`src/design/dmm_pkg.sv`:
```
`timescale 1ns / 1ps
// ----------------------------------------------------------------------------
// dmm_pkg
// Shared types, constants and the microcode table for the matrix multiplier.
// ----------------------------------------------------------------------------
package dmm_pkg;

  localparam int MAX_DIM_DEF = 8;
  localparam int ELEM_W      = 16;
  localparam int PROD_W      = 2 * ELEM_W;
  localparam int VALUE_W     = 36;
  localparam int IDX_OUT_W   = 3;
  localparam int CFG_W       = 4;
  localparam int APB_ADDR_W  = 4;
  localparam int APB_DATA_W  = 32;
  localparam int OUT_DATA_W  = 48;

  localparam logic [CFG_W-1:0] CFG_RESET = 4'd8;

  // register index, paddr[3:2]
  localparam logic [1:0] REG_ROWS_A     = 2'd0;
  localparam logic [1:0] REG_INNER_SIZE = 2'd1;
  localparam logic [1:0] REG_COLS_B     = 2'd2;

  localparam logic CMD_LOAD_A = 1'b0;
  localparam logic CMD_LOAD_B = 1'b1;

  typedef enum logic [3:0] {
    ST_IDLE,
    ST_INIT,
    ST_CELL,
    ST_READ,
    ST_MUL,
    ST_ACC,
    ST_EMIT,
    ST_ADV,
    ST_DONE
  } step_t;

  typedef enum logic [2:0] {
    C_NEVER,
    C_ALWAYS,
    C_NO_START,
    C_K_MORE,
    C_OUT_BUSY,
    C_CELL_MORE
  } cond_t;

  typedef struct packed {
    logic  in_ready;
    logic  init;
    logic  cell_init;
    logic  mul;
    logic  acc;
    logic  emit;
    logic  advance;
    cond_t cond;
    step_t target;
  } ctrl_t;

  typedef struct packed {
    logic no_start;
    logic k_more;
    logic out_busy;
    logic cell_more;
  } flags_t;

  // one control word per step
  function automatic ctrl_t ucode(step_t s);
    ctrl_t c;
    c = '{in_ready: 1'b0, init: 1'b0, cell_init: 1'b0, mul: 1'b0, acc: 1'b0,
          emit: 1'b0, advance: 1'b0, cond: C_NEVER, target: ST_IDLE};
    case (s)
      ST_IDLE: begin
        c.in_ready = 1'b1;
        c.cond     = C_NO_START;
        c.target   = ST_IDLE;
      end
      ST_INIT: c.init      = 1'b1;
      ST_CELL: c.cell_init = 1'b1;
      ST_READ: c.cond      = C_NEVER;
      ST_MUL:  c.mul       = 1'b1;
      ST_ACC: begin
        c.acc    = 1'b1;
        c.cond   = C_K_MORE;
        c.target = ST_READ;
      end
      ST_EMIT: begin
        c.emit   = 1'b1;
        c.cond   = C_OUT_BUSY;
        c.target = ST_EMIT;
      end
      ST_ADV: begin
        c.advance = 1'b1;
        c.cond    = C_CELL_MORE;
        c.target  = ST_CELL;
      end
      ST_DONE: begin
        c.cond   = C_ALWAYS;
        c.target = ST_IDLE;
      end
      default: begin
        c.cond   = C_ALWAYS;
        c.target = ST_IDLE;
      end
    endcase
    return c;
  endfunction

endpackage

```
`src/design/dmm_ram.sv`:
```
`timescale 1ns / 1ps
// ----------------------------------------------------------------------------
// dmm_ram
// Element store: one write port, one read port with registered read data.
// ----------------------------------------------------------------------------
module dmm_ram
  import dmm_pkg::*;
#(
  parameter int DEPTH  = MAX_DIM_DEF * MAX_DIM_DEF,
  parameter int ADDR_W = $clog2(DEPTH)
) (
  input  logic                     clk,
  input  logic                     we,
  input  logic [ADDR_W-1:0]        waddr,
  input  logic signed [ELEM_W-1:0] wdata,
  input  logic [ADDR_W-1:0]        raddr,
  output logic signed [ELEM_W-1:0] rdata
);

  logic signed [ELEM_W-1:0] mem [DEPTH];

  always_ff @(posedge clk) begin
    if (we) begin
      mem[waddr] <= wdata;
    end
  end

  always_ff @(posedge clk) begin
    rdata <= mem[raddr];
  end

endmodule

```
`src/design/dmm_sequencer.sv`:
```
`timescale 1ns / 1ps
// ----------------------------------------------------------------------------
// dmm_sequencer
// Step counter over the microcode table, with conditional jumps.
// ----------------------------------------------------------------------------
module dmm_sequencer
  import dmm_pkg::*;
(
  input  logic   clk,
  input  logic   rst,
  input  flags_t flags,
  output ctrl_t  ctrl
);

  step_t pc;
  step_t pc_next;
  logic  taken;

  // output decode
  always_comb begin
    ctrl = ucode(pc);
  end

  // next step
  always_comb begin
    case (ctrl.cond)
      C_NEVER:     taken = 1'b0;
      C_ALWAYS:    taken = 1'b1;
      C_NO_START:  taken = flags.no_start;
      C_K_MORE:    taken = flags.k_more;
      C_OUT_BUSY:  taken = flags.out_busy;
      C_CELL_MORE: taken = flags.cell_more;
      default:     taken = 1'b1;
    endcase
    pc_next = taken ? ctrl.target : step_t'(4'(pc) + 4'd1);
  end

  always_ff @(posedge clk) begin
    if (rst) begin
      pc <= ST_IDLE;
    end else begin
      pc <= pc_next;
    end
  end

endmodule

```
`src/design/dense_matrix_multiply.sv`:
```
`timescale 1ns / 1ps
// ----------------------------------------------------------------------------
// dense_matrix_multiply
// C = A * B for A m-by-n and B n-by-p, signed Q8.8 in, exact Q20.16 out.
// ----------------------------------------------------------------------------
//
// Channel | Dir | Fields
// --------+-----+-----------------------------------------------------------
// s_*     | in  | tuser: command (0 = A, 1 = B); tdata: element Q8.8
// m_*     | out | tdata: product_value, row_index, col_index; tlast: last
// APB     | in  | rows_a @0x0, inner_size @0x4, cols_b @0x8 (4 bits each)
//
// Loads are taken one per cycle while the sequencer sits in its idle step.
// The load that completes B starts the compute; from then on the block takes
// no requests until the run ends, and output stalls lengthen the run: each
// product element costs one setup step, n passes of read/multiply/accumulate
// through the single multiplier and the one read port of each store, one
// emit step and one advance step.
// Reset (rst, synchronous) sets the dimensions to 8, clears both load
// counters and the output valid; the element stores are not cleared.
// A held result in the output register stalls only the emit step; the next
// load can be accepted while the last result of a run still waits.
// ----------------------------------------------------------------------------
module dense_matrix_multiply
  import dmm_pkg::*;
#(
  parameter int MAX_DIM = MAX_DIM_DEF
) (
  input  logic                  clk,
  input  logic                  rst,
  // load requests
  input  logic                  s_tvalid,
  output logic                  s_tready,
  input  logic [ELEM_W-1:0]     s_tdata,   // [15:0] element
  input  logic                  s_tuser,   // [0] command
  // product requests
  output logic                  m_tvalid,
  input  logic                  m_tready,
  output logic [OUT_DATA_W-1:0] m_tdata,   // [35:0] product_value,
                                           // [38:36] row_index,
                                           // [41:39] col_index, rest zero
  output logic                  m_tlast,   // last_flag
  // configuration
  input  logic                  psel,
  input  logic                  penable,
  input  logic                  pwrite,
  input  logic [APB_ADDR_W-1:0] paddr,
  input  logic [APB_DATA_W-1:0] pwdata,
  output logic [APB_DATA_W-1:0] prdata,
  output logic                  pready
);

  // 4-bit registers cap the usable dimension at 15
  localparam int EFF_MAX = (MAX_DIM < 15) ? MAX_DIM : 15;
  localparam int DIM_W   = $clog2(EFF_MAX + 1);
  localparam int IDX_W   = $clog2(EFF_MAX);
  localparam int DEPTH   = MAX_DIM * MAX_DIM;
  localparam int ADDR_W  = $clog2(DEPTH);
  localparam int CNT_W   = $clog2(DEPTH + 1);
  localparam int PTR_W   = CNT_W + 1;   // room for one stride past the end

  // ---------------- configuration ----------------
  logic [CFG_W-1:0] rows_a;
  logic [CFG_W-1:0] inner_size;
  logic [CFG_W-1:0] cols_b;
  logic             cfg_we;

  assign pready = 1'b1;
  assign cfg_we = psel && penable && pwrite && pready;

  always_ff @(posedge clk) begin
    if (rst) begin
      rows_a     <= CFG_RESET;
      inner_size <= CFG_RESET;
      cols_b     <= CFG_RESET;
    end else if (cfg_we) begin
      case (paddr[3:2])
        REG_ROWS_A:     rows_a     <= pwdata[CFG_W-1:0];
        REG_INNER_SIZE: inner_size <= pwdata[CFG_W-1:0];
        REG_COLS_B:     cols_b     <= pwdata[CFG_W-1:0];
        default: ;
      endcase
    end
  end

  always_comb begin
    case (paddr[3:2])
      REG_ROWS_A:     prdata = APB_DATA_W'(rows_a);
      REG_INNER_SIZE: prdata = APB_DATA_W'(inner_size);
      REG_COLS_B:     prdata = APB_DATA_W'(cols_b);
      default:        prdata = '0;
    endcase
  end

  // zero acts as one, anything above the cap acts as the cap
  function automatic logic [DIM_W-1:0] eff_dim(logic [CFG_W-1:0] r);
    logic [CFG_W-1:0] d;
    if (r == '0) begin
      d = CFG_W'(1);
    end else if (r > CFG_W'(EFF_MAX)) begin
      d = CFG_W'(EFF_MAX);
    end else begin
      d = r;
    end
    return DIM_W'(d);
  endfunction

  logic [DIM_W-1:0] dim_m;
  logic [DIM_W-1:0] dim_n;
  logic [DIM_W-1:0] dim_p;
  logic [CNT_W-1:0] a_size;
  logic [CNT_W-1:0] b_size;

  assign dim_m  = eff_dim(rows_a);
  assign dim_n  = eff_dim(inner_size);
  assign dim_p  = eff_dim(cols_b);
  assign a_size = CNT_W'(dim_m) * CNT_W'(dim_n);
  assign b_size = CNT_W'(dim_n) * CNT_W'(dim_p);

  // ---------------- sequencer ----------------
  ctrl_t  ctrl;
  flags_t flags;

  dmm_sequencer u_seq (
    .clk   (clk),
    .rst   (rst),
    .flags (flags),
    .ctrl  (ctrl)
  );

  assign s_tready = ctrl.in_ready;

  // ---------------- load path ----------------
  logic             load;
  logic [CNT_W-1:0] left_count;
  logic [CNT_W-1:0] right_count;
  logic [CNT_W-1:0] left_pos;
  logic [CNT_W-1:0] right_pos;
  logic             we_a;
  logic             we_b;
  logic             start;

  assign load      = s_tvalid && s_tready;
  assign we_a      = load && (s_tuser == CMD_LOAD_A);
  assign we_b      = load && (s_tuser == CMD_LOAD_B);
  // a counter at or past its size (also after a shrink) wraps to the start
  assign left_pos  = (left_count  >= a_size) ? '0 : left_count;
  assign right_pos = (right_count >= b_size) ? '0 : right_count;
  assign start     = we_b && ((right_pos + CNT_W'(1)) == b_size);

  always_ff @(posedge clk) begin
    if (rst) begin
      left_count  <= '0;
      right_count <= '0;
    end else if (ctrl.init) begin
      left_count  <= '0;
      right_count <= '0;
    end else begin
      if (we_a) begin
        left_count <= left_pos + CNT_W'(1);
      end
      if (we_b) begin
        right_count <= right_pos + CNT_W'(1);
      end
    end
  end

  // ---------------- compute datapath ----------------
  logic [IDX_W-1:0]          row_i;
  logic [IDX_W-1:0]          col_j;
  logic [IDX_W-1:0]          k;
  logic [PTR_W-1:0]          row_base;   // i*n
  logic [PTR_W-1:0]          a_addr;     // i*n + k
  logic [PTR_W-1:0]          b_addr;     // k*p + j
  logic signed [ELEM_W-1:0]  a_q;
  logic signed [ELEM_W-1:0]  b_q;
  logic signed [PROD_W-1:0]  prod;
  logic signed [VALUE_W-1:0] acc;
  logic                      last_cell;
  logic                      out_busy;
  logic                      out_load;

  dmm_ram #(.DEPTH(DEPTH), .ADDR_W(ADDR_W)) u_left (
    .clk   (clk),
    .we    (we_a),
    .waddr (left_pos[ADDR_W-1:0]),
    .wdata (s_tdata),
    .raddr (a_addr[ADDR_W-1:0]),
    .rdata (a_q)
  );

  dmm_ram #(.DEPTH(DEPTH), .ADDR_W(ADDR_W)) u_right (
    .clk   (clk),
    .we    (we_b),
    .waddr (right_pos[ADDR_W-1:0]),
    .wdata (s_tdata),
    .raddr (b_addr[ADDR_W-1:0]),
    .rdata (b_q)
  );

  assign last_cell = (DIM_W'(row_i) == dim_m - DIM_W'(1)) &&
                     (DIM_W'(col_j) == dim_p - DIM_W'(1));
  assign out_busy  = m_tvalid && !m_tready;
  assign out_load  = ctrl.emit && !out_busy;

  assign flags.no_start  = !start;
  assign flags.k_more    = DIM_W'(k) != dim_n - DIM_W'(1);
  assign flags.out_busy  = out_busy;
  assign flags.cell_more = !last_cell;

  always_ff @(posedge clk) begin
    if (ctrl.init) begin
      row_i    <= '0;
      col_j    <= '0;
      row_base <= '0;
    end else if (ctrl.advance) begin
      if (DIM_W'(col_j) == dim_p - DIM_W'(1)) begin
        col_j    <= '0;
        row_i    <= row_i + IDX_W'(1);
        row_base <= row_base + PTR_W'(dim_n);
      end else begin
        col_j <= col_j + IDX_W'(1);
      end
    end

    if (ctrl.cell_init) begin
      k      <= '0;
      acc    <= '0;
      a_addr <= row_base;
      b_addr <= PTR_W'(col_j);
    end else if (ctrl.acc) begin
      k      <= k + IDX_W'(1);
      acc    <= acc + VALUE_W'(prod);
      a_addr <= a_addr + PTR_W'(1);
      b_addr <= b_addr + PTR_W'(dim_p);
    end

    if (ctrl.mul) begin
      prod <= a_q * b_q;
    end
  end

  // ---------------- output register ----------------
  always_ff @(posedge clk) begin
    if (rst) begin
      m_tvalid <= 1'b0;
    end else if (out_load) begin
      m_tvalid <= 1'b1;
    end else if (m_tready) begin
      m_tvalid <= 1'b0;
    end
  end

  always_ff @(posedge clk) begin
    if (out_load) begin
      m_tdata <= {(OUT_DATA_W - VALUE_W - 2 * IDX_OUT_W)'(0),
                  IDX_OUT_W'(col_j), IDX_OUT_W'(row_i), acc};
      m_tlast <= last_cell;
    end
  end

endmodule

```
`config.mk`:
```
export PLATFORM = sky130hd
export DESIGN_NAME = dense_matrix_multiply
export DESIGN_NICKNAME = d
export VERILOG_FILES = /design/src/design/dmm_pkg.sv /design/src/design/dmm_ram.sv /design/src/design/dmm_sequencer.sv /design/src/design/dense_matrix_multiply.sv
export SDC_FILE = /design/constraint.sdc
export NUM_CORES = 2
export LEC_CHECK = 0
export ABC_AREA = 1
export BUFFER_PORTS_ARGS = -buffer_cell sky130_fd_sc_hd__buf_2
export CORE_AREA = 2 2 414 826
export CTS_BUF_LIST = sky130_fd_sc_hd__clkbuf_16
export DETAILED_ROUTE_END_ITERATION = 10
export DIE_AREA = 0 0 416 828
export GPL_TIMING_DRIVEN = 0
export PLACE_DENSITY = 0.55
export SYNTH_ARGS = -nofsm -noshare
export SYNTH_HDL_FRONTEND = slang
export SYNTH_SLANG_ARGS = --single-unit
export TNS_END_PERCENT = 100
```
`constraint.sdc`:
```
create_clock -name clk -period 7.7 [get_ports clk]
set_input_delay 1.54 -clock clk [delete_from_list [all_inputs] [get_ports clk]]
set_output_delay 1.54 -clock clk [all_outputs]
set_load 0.01 [all_outputs]
```
Yosys cells after proc, flatten, opt, wreduce, memory -nomap -nowiden --
Memories as Yosys holds them, arrays and structs flattened. A register that Yosys moved wholly into a read port is not among the register bits. Index checks and enable logic that the tools add are counted.
Storage, ports and cells: register bits 175, bits in latches 0, memory bits (writable) 2048, bits in read-only memories 0, input bits 60, logic and storage cells 117, memories kept 2
Memories:
- u_left.mem | words 64, width 16, rd ports 1, clocked after memory_dff 1, write ports 1, RTL line dmm_ram.sv:20 | logic signed [ELEM_W-1:0] mem [DEPTH];
- u_right.mem | words 64, width 16, rd ports 1, clocked after memory_dff 1, write ports 1, RTL line dmm_ram.sv:20
Cells by class: add/subtract/negate cells 13, multiply operators 3, divide/modulo/power cells 0, $lt $le $gt $ge 5, equal/unequal tests 17, shift-type cells 0, multiplexer cells 31, bitwise operators 1, reduce and logical (&&, ||, !) cells 27
Operators by type and width (number):
- $add A36 B32 Y36 | 1
- $mul A16 B16 Y32 | 1
- $mux W4 | 7
- $add A8 B4 Y8 | 2
- $eq A4 B3 Y1 const B | 4
- $logic_not A4 Y1 | 4
- $mux W8 | 2
- $pmux W3 S5 | 1
- $add A7 B1 Y7 const B | 2
- $ge A7 B7 Y1 | 2
- $mul A4 B4 Y7 | 2
- $mux W7 | 2
- $mux W1 | 13
- $gt A4 B4 Y1 const B | 3
- $pmux W4 S3 | 1
- $sub A4 B1 Y4 const B | 3
- $add A3 B1 Y3 const B | 3
- $logic_and A1 B1 Y1 | 9
- $mux W3 | 3
- $pmux W3 S3 | 1
- $add A8 B1 Y8 const B | 1
- $eq A3 B4 Y1 | 2
- $eq A4 B2 Y1 const B | 2
- $reduce_and A2 Y1 | 4
- other kinds (16) | 22

Depth between registers and ports, before layout --
depth after elaboration 12, mapped depth 31, gate-level depth less buffers 31

Cells and area by module --
From an unflattened synthesis, not the netlist that was laid out.
Unflattened totals: cell total of the unflattened synthesis 9735, area, all modules 105513.7 µm²
By module, submodules not included:
- dmm_ram | instances 2, cells an instance 3517, area an instance 42099.1 µm²
- dense_matrix_multiply | instances 1, cells an instance 2615, area an instance 20709.9 µm²
- dmm_sequencer | instances 1, cells an instance 86, area an instance 605.6 µm²

Worst setup path before layout --
No wires, ideal clock.
path kind reg2reg, start register inner_size[3], end memory u_left.mem[62][0], enable pin, arrival 5547 ps, data required time 7270 ps, slack 1723 ps, stages on the path, launching flop included 21, clock period less this slack 5977 ps, path through dfxtp_1 -> inv_2 -> nand2_1 -> inv_1 -> nand2_1 -> fa_1 -> fa_1 -> fa_1 -> o21ai_0 -> a21oi_1 -> xor2_1 -> ha_1 -> nand2_1 -> nor2_1 -> a211oi_2 -> o211ai_2 -> nor2_1 -> inv_1 -> nor2_1 -> nand3_1 -> nor4_1
Between the ends: word-level cells in the longest chain between the ends 6
RTL lines:
- start: declaration | RTL line dense_matrix_multiply.sv:64 | logic [CFG_W-1:0] inner_size;
- start signal: assignment | RTL line dense_matrix_multiply.sv:79 | REG_INNER_SIZE: inner_size <= pwdata[CFG_W-1:0];
- $gt A4 B4 Y1 | RTL line dense_matrix_multiply.sv:100 | end else if (r > CFG_W'(EFF_MAX)) begin
- $mux W4 | RTL line dense_matrix_multiply.sv:100
- $mux W4 * | RTL line dense_matrix_multiply.sv:98 | if (r == '0) begin
- $mul A4 B4 Y7 * | RTL line dense_matrix_multiply.sv:117 | assign a_size = CNT_W'(dim_m) * CNT_W'(dim_n);
- $ge A7 B7 Y1 * | RTL line dense_matrix_multiply.sv:147 | assign left_pos = (left_count >= a_size) ? '0 : left_count;
- $mux W7 * | RTL line dense_matrix_multiply.sv:147
- end: declaration | RTL line dmm_ram.sv:20
Mark *: on every way between the ends. The rest lies on a longest branch, timed or not.

Final worst setup path --
start register u_right.rdata[8] (read register of u_right.mem), end register prod[23] (data pin)
Between the ends: word-level cells in the longest chain between the ends 1
RTL lines:
- start: declaration | RTL line dmm_ram.sv:17 | output logic signed [ELEM_W-1:0] rdata
- $mul A16 B16 Y32 | RTL line dense_matrix_multiply.sv:239 | prod <= a_q * b_q;
- end signal: assignment | RTL line dense_matrix_multiply.sv:239
- end: declaration | RTL line dense_matrix_multiply.sv:177 | logic signed [PROD_W-1:0] prod;
No other way between the ends. A chain may end at the register's enable or synchronous reset.

==> flow_summary.ini <==
[status]
status = finished, violations left
failed_checks = design-rule violations, max-capacitance violations, max-slew violations

[layout]
final_area_um2 = 117000
fin_nets = 9378
fillers = 33000
seqCellArea_um2 = 66400
multi_input_area_um2 = 31000
syn2layout_area_growth_pct = 16.2
layout_commonest_cell = edfxtp_1
layout_common_cells = 2132 x edfxtp_1, 1322 x nor2_1, 1234 x o21ai_0, 649 x nand2_1, 625 x inv_1
drive_above_1_share = 0.0911

[timing]
period_needed_ns = 7.39
max_freq_mhz = 135
drv_slew = 22
relSlewSlack = -0.0507
finClkSkew_ns = 0.112
hold_violations = 0
tightest_slew_ns = 1.58
period_share = 0.959
grt_setup_unrepaired = false
setup_viol = 0

[placed_design]
port_buffers = 78
place.gp.congestion = 1.04
dpl.hpwl_mm = 346
placedInstanceArea_um2 = 110000

[worst_setup_path]
arrival_ns = 7.99
end_kind = register
cp.required_ns = 8.31
worstPathMaxFanout = 10
rrSetupSlack_ns = 0.31
critical_path_class = register to register
crit_path_start_kind = register
rr_endpoint = prod[23]$_DFFE_PN_
reg2regPathDepth = 23
r2r_start = u_right.rdata[8]$_DFF_P_

[drt]
wire_per_inst_um = 34.4
vias_per_cell = 5.43
drc_errors = 2
vias = 73200
wl_met3_mm = 24.1
met1_length_mm = 135
first_iter_violations = 7492
dr_wl_met2_mm = 247
wl_mm = 464
highest_layer = met5
dr.pass1.iters = 11
ant_nets = 0

[die]
start_util = 0.298
num_io_pins = 144
rows = 302
die_y_um = 828
core_um2 = 338000
die_x_um = 416
dieArea_um2 = 344000

[clocking]
cts_tree = built
clkTransAtPathRegs_ns = 0.07
clock-sinks = 2249
htreeDepth = 4
clk_latency_ns = 0.94
cts_buffers = 204
cts_max_path_buffers = 4
cts_root_buffer = clkbuf_16

[logic_synthesis]
syn_inst = 8428
yosys.cell_types.count = 57
synth_edf_count = 2132
ys.flop_type = edfxtp_1
ys_seq_area_frac = 0.658
synth_area_um2 = 101000
ys_ff_latch = 2249
yosysWarnings = 0
synthArstFlopShare = 0
avgSynthCellArea_um2 = 12.0

[job]
drv_cap = 2

[global_routing]
grt_max_degree = 105
grt_remaining_overflow = 0
grt_pass1_wl_mm = 617
first_global_vias = 73200
grt_usage = 0.262
antenna_found_initial = 28

[min_path]
hp-start = acc[9]$_SDFFE_PP0P_
hp-class = register to register
min_path_cells = 0
hold_end = m_tdata[9]$_DFFE_PP_
## sequential cells by signal, indices dropped and copies added, names as in the netlist, 6 cells and up
name and count:
left_count 7, row_base 6, u_right.rdata 16, u_right.mem 1024, right_count 7, a_addr 6
u_left.rdata 16, prod 32, acc 36, b_addr 6, m_tdata 42, u_left.mem 1024
## what timing repair did
item,CTS,global route
resized for setup,0,2
endpoints found under the setup margin,0,1
hold buffers,0,0
buffers inserted,0,0
## kinds of logic after synthesis
kind of cell    Yosys count  synth area share
other cells               2         0.0000744
flops                  2249             0.658
simple gates           2373            0.0940
fa+ha+maj               444            0.0754
xor+xnor                 95           0.00825
buf+inv                1151            0.0451
compound gates         2114             0.120
## layout make-up
class / count / share of cell area
Timing Repair Buffer: 210 / 0.0250
Multi-Input combinational cell: 5061 / 0.264
Sequential cell: 2249 / 0.566
Inverter: 612 / 0.0196
Clock inverter: 161 / 0.0140
Buffer: 536 / 0.0192
Tap cell: 4408 / 0.0470
Clock buffer: 206 / 0.0440
Antenna cell: 45 / 0.000960
## worst max path at each step
stage,endpoint,slack [ns],startpoint
2_1_floorplan,u_left.mem[62][0]$_DFFE_PP_,1.72,inner_size[3]$_SDFFE_PP1P_
3_3_place_gp,u_left.mem[62][8]$_DFFE_PP_,-2.62,inner_size[3]$_SDFFE_PP1P_
3_5_place_dp,prod[23]$_DFFE_PN_,0.20,u_right.rdata[8]$_DFF_P_
4_1_cts,prod[23]$_DFFE_PN_,0.14,u_right.rdata[8]$_DFF_P_
5_1_grt,prod[23]$_DFFE_PN_,0.006,u_right.rdata[2]$_DFF_P_
6_report,prod[23]$_DFFE_PN_,0.31,u_right.rdata[8]$_DFF_P_
## worst max-delay path, stage by stage, from the launching register on
cell	delay (ns)
dfxtp_1	0.77
clkbuf_1	0.63
nand2_1	0.17
fa_1	0.54
inv_1	0.08
fa_1	0.52
inv_1	0.06
fa_1	0.54
inv_1	0.06
fa_1	0.48
inv_1	0.05
fa_1	0.47
inv_1	0.05
fa_1	0.44
ha_1	0.40
nand4_1	0.20
nor3_1	0.66
a21oi_1	0.26
o21ai_0	0.32
nand2_1	0.08
nand2_1	0.10
nand2_1	0.06
nand2_1	0.07
xor2_1	0.07
## routing by layer
metal,up-vias,global-route usage
met1,37000,0.234
met5,-,0
met3,1427,0.0341
met2,3827,0.494
met4,12,0.260
li1,31000,-
## synthesized netlist by cell type, drive strengths merged (3+ instances only)
cell / n / area, um2
buf: 114 / 653
nor4: 10 / 68.8
xnor2: 38 / 333
clkinv: 6 / 22.5
a21o: 11 / 82.6
o221ai: 138 / 1210
dfxtp: 117 / 2340
inv: 606 / 2280
a21boi: 4 / 30.0
a31o: 5 / 43.8
a32o: 6 / 60.1
o211ai: 61 / 468
a21oi: 137 / 701
clkbuf: 425 / 1600
or2: 12 / 75.1
o21ai: 1260 / 6310
o22ai: 432 / 2700
a211oi: 5 / 42.5
nor2: 1455 / 5520
fa: 273 / 5470
edfxtp: 2132 / 64000
ha: 171 / 2140
o32ai: 9 / 78.8
xor2: 57 / 499
nor3: 27 / 150
nand2: 659 / 2500
a31oi: 17 / 106
o21bai: 16 / 120
o311ai: 3 / 26.3
o21a: 4 / 30.0
nand3: 139 / 718
nand4: 68 / 425
## metrics by stage
step	setup slack [ns]	std cells	TNS (ns)	util	hold WS, ns
CTS	0.142	13400	0	0.346	0.475
detailed placement	0.195	13100	0	0.326	0.460
global placement	-2.62	12900	-728.10	0.316	0.451
finish	0.314	13500	0	0.347	0.474
floorplan	1.72	8461	0	-	0.429
global route	0.00569	13500	0	0.347	0.488
Power is not shown: default switching activity piles up to over one toggle a cycle in this logic, so the estimate is an artifact.
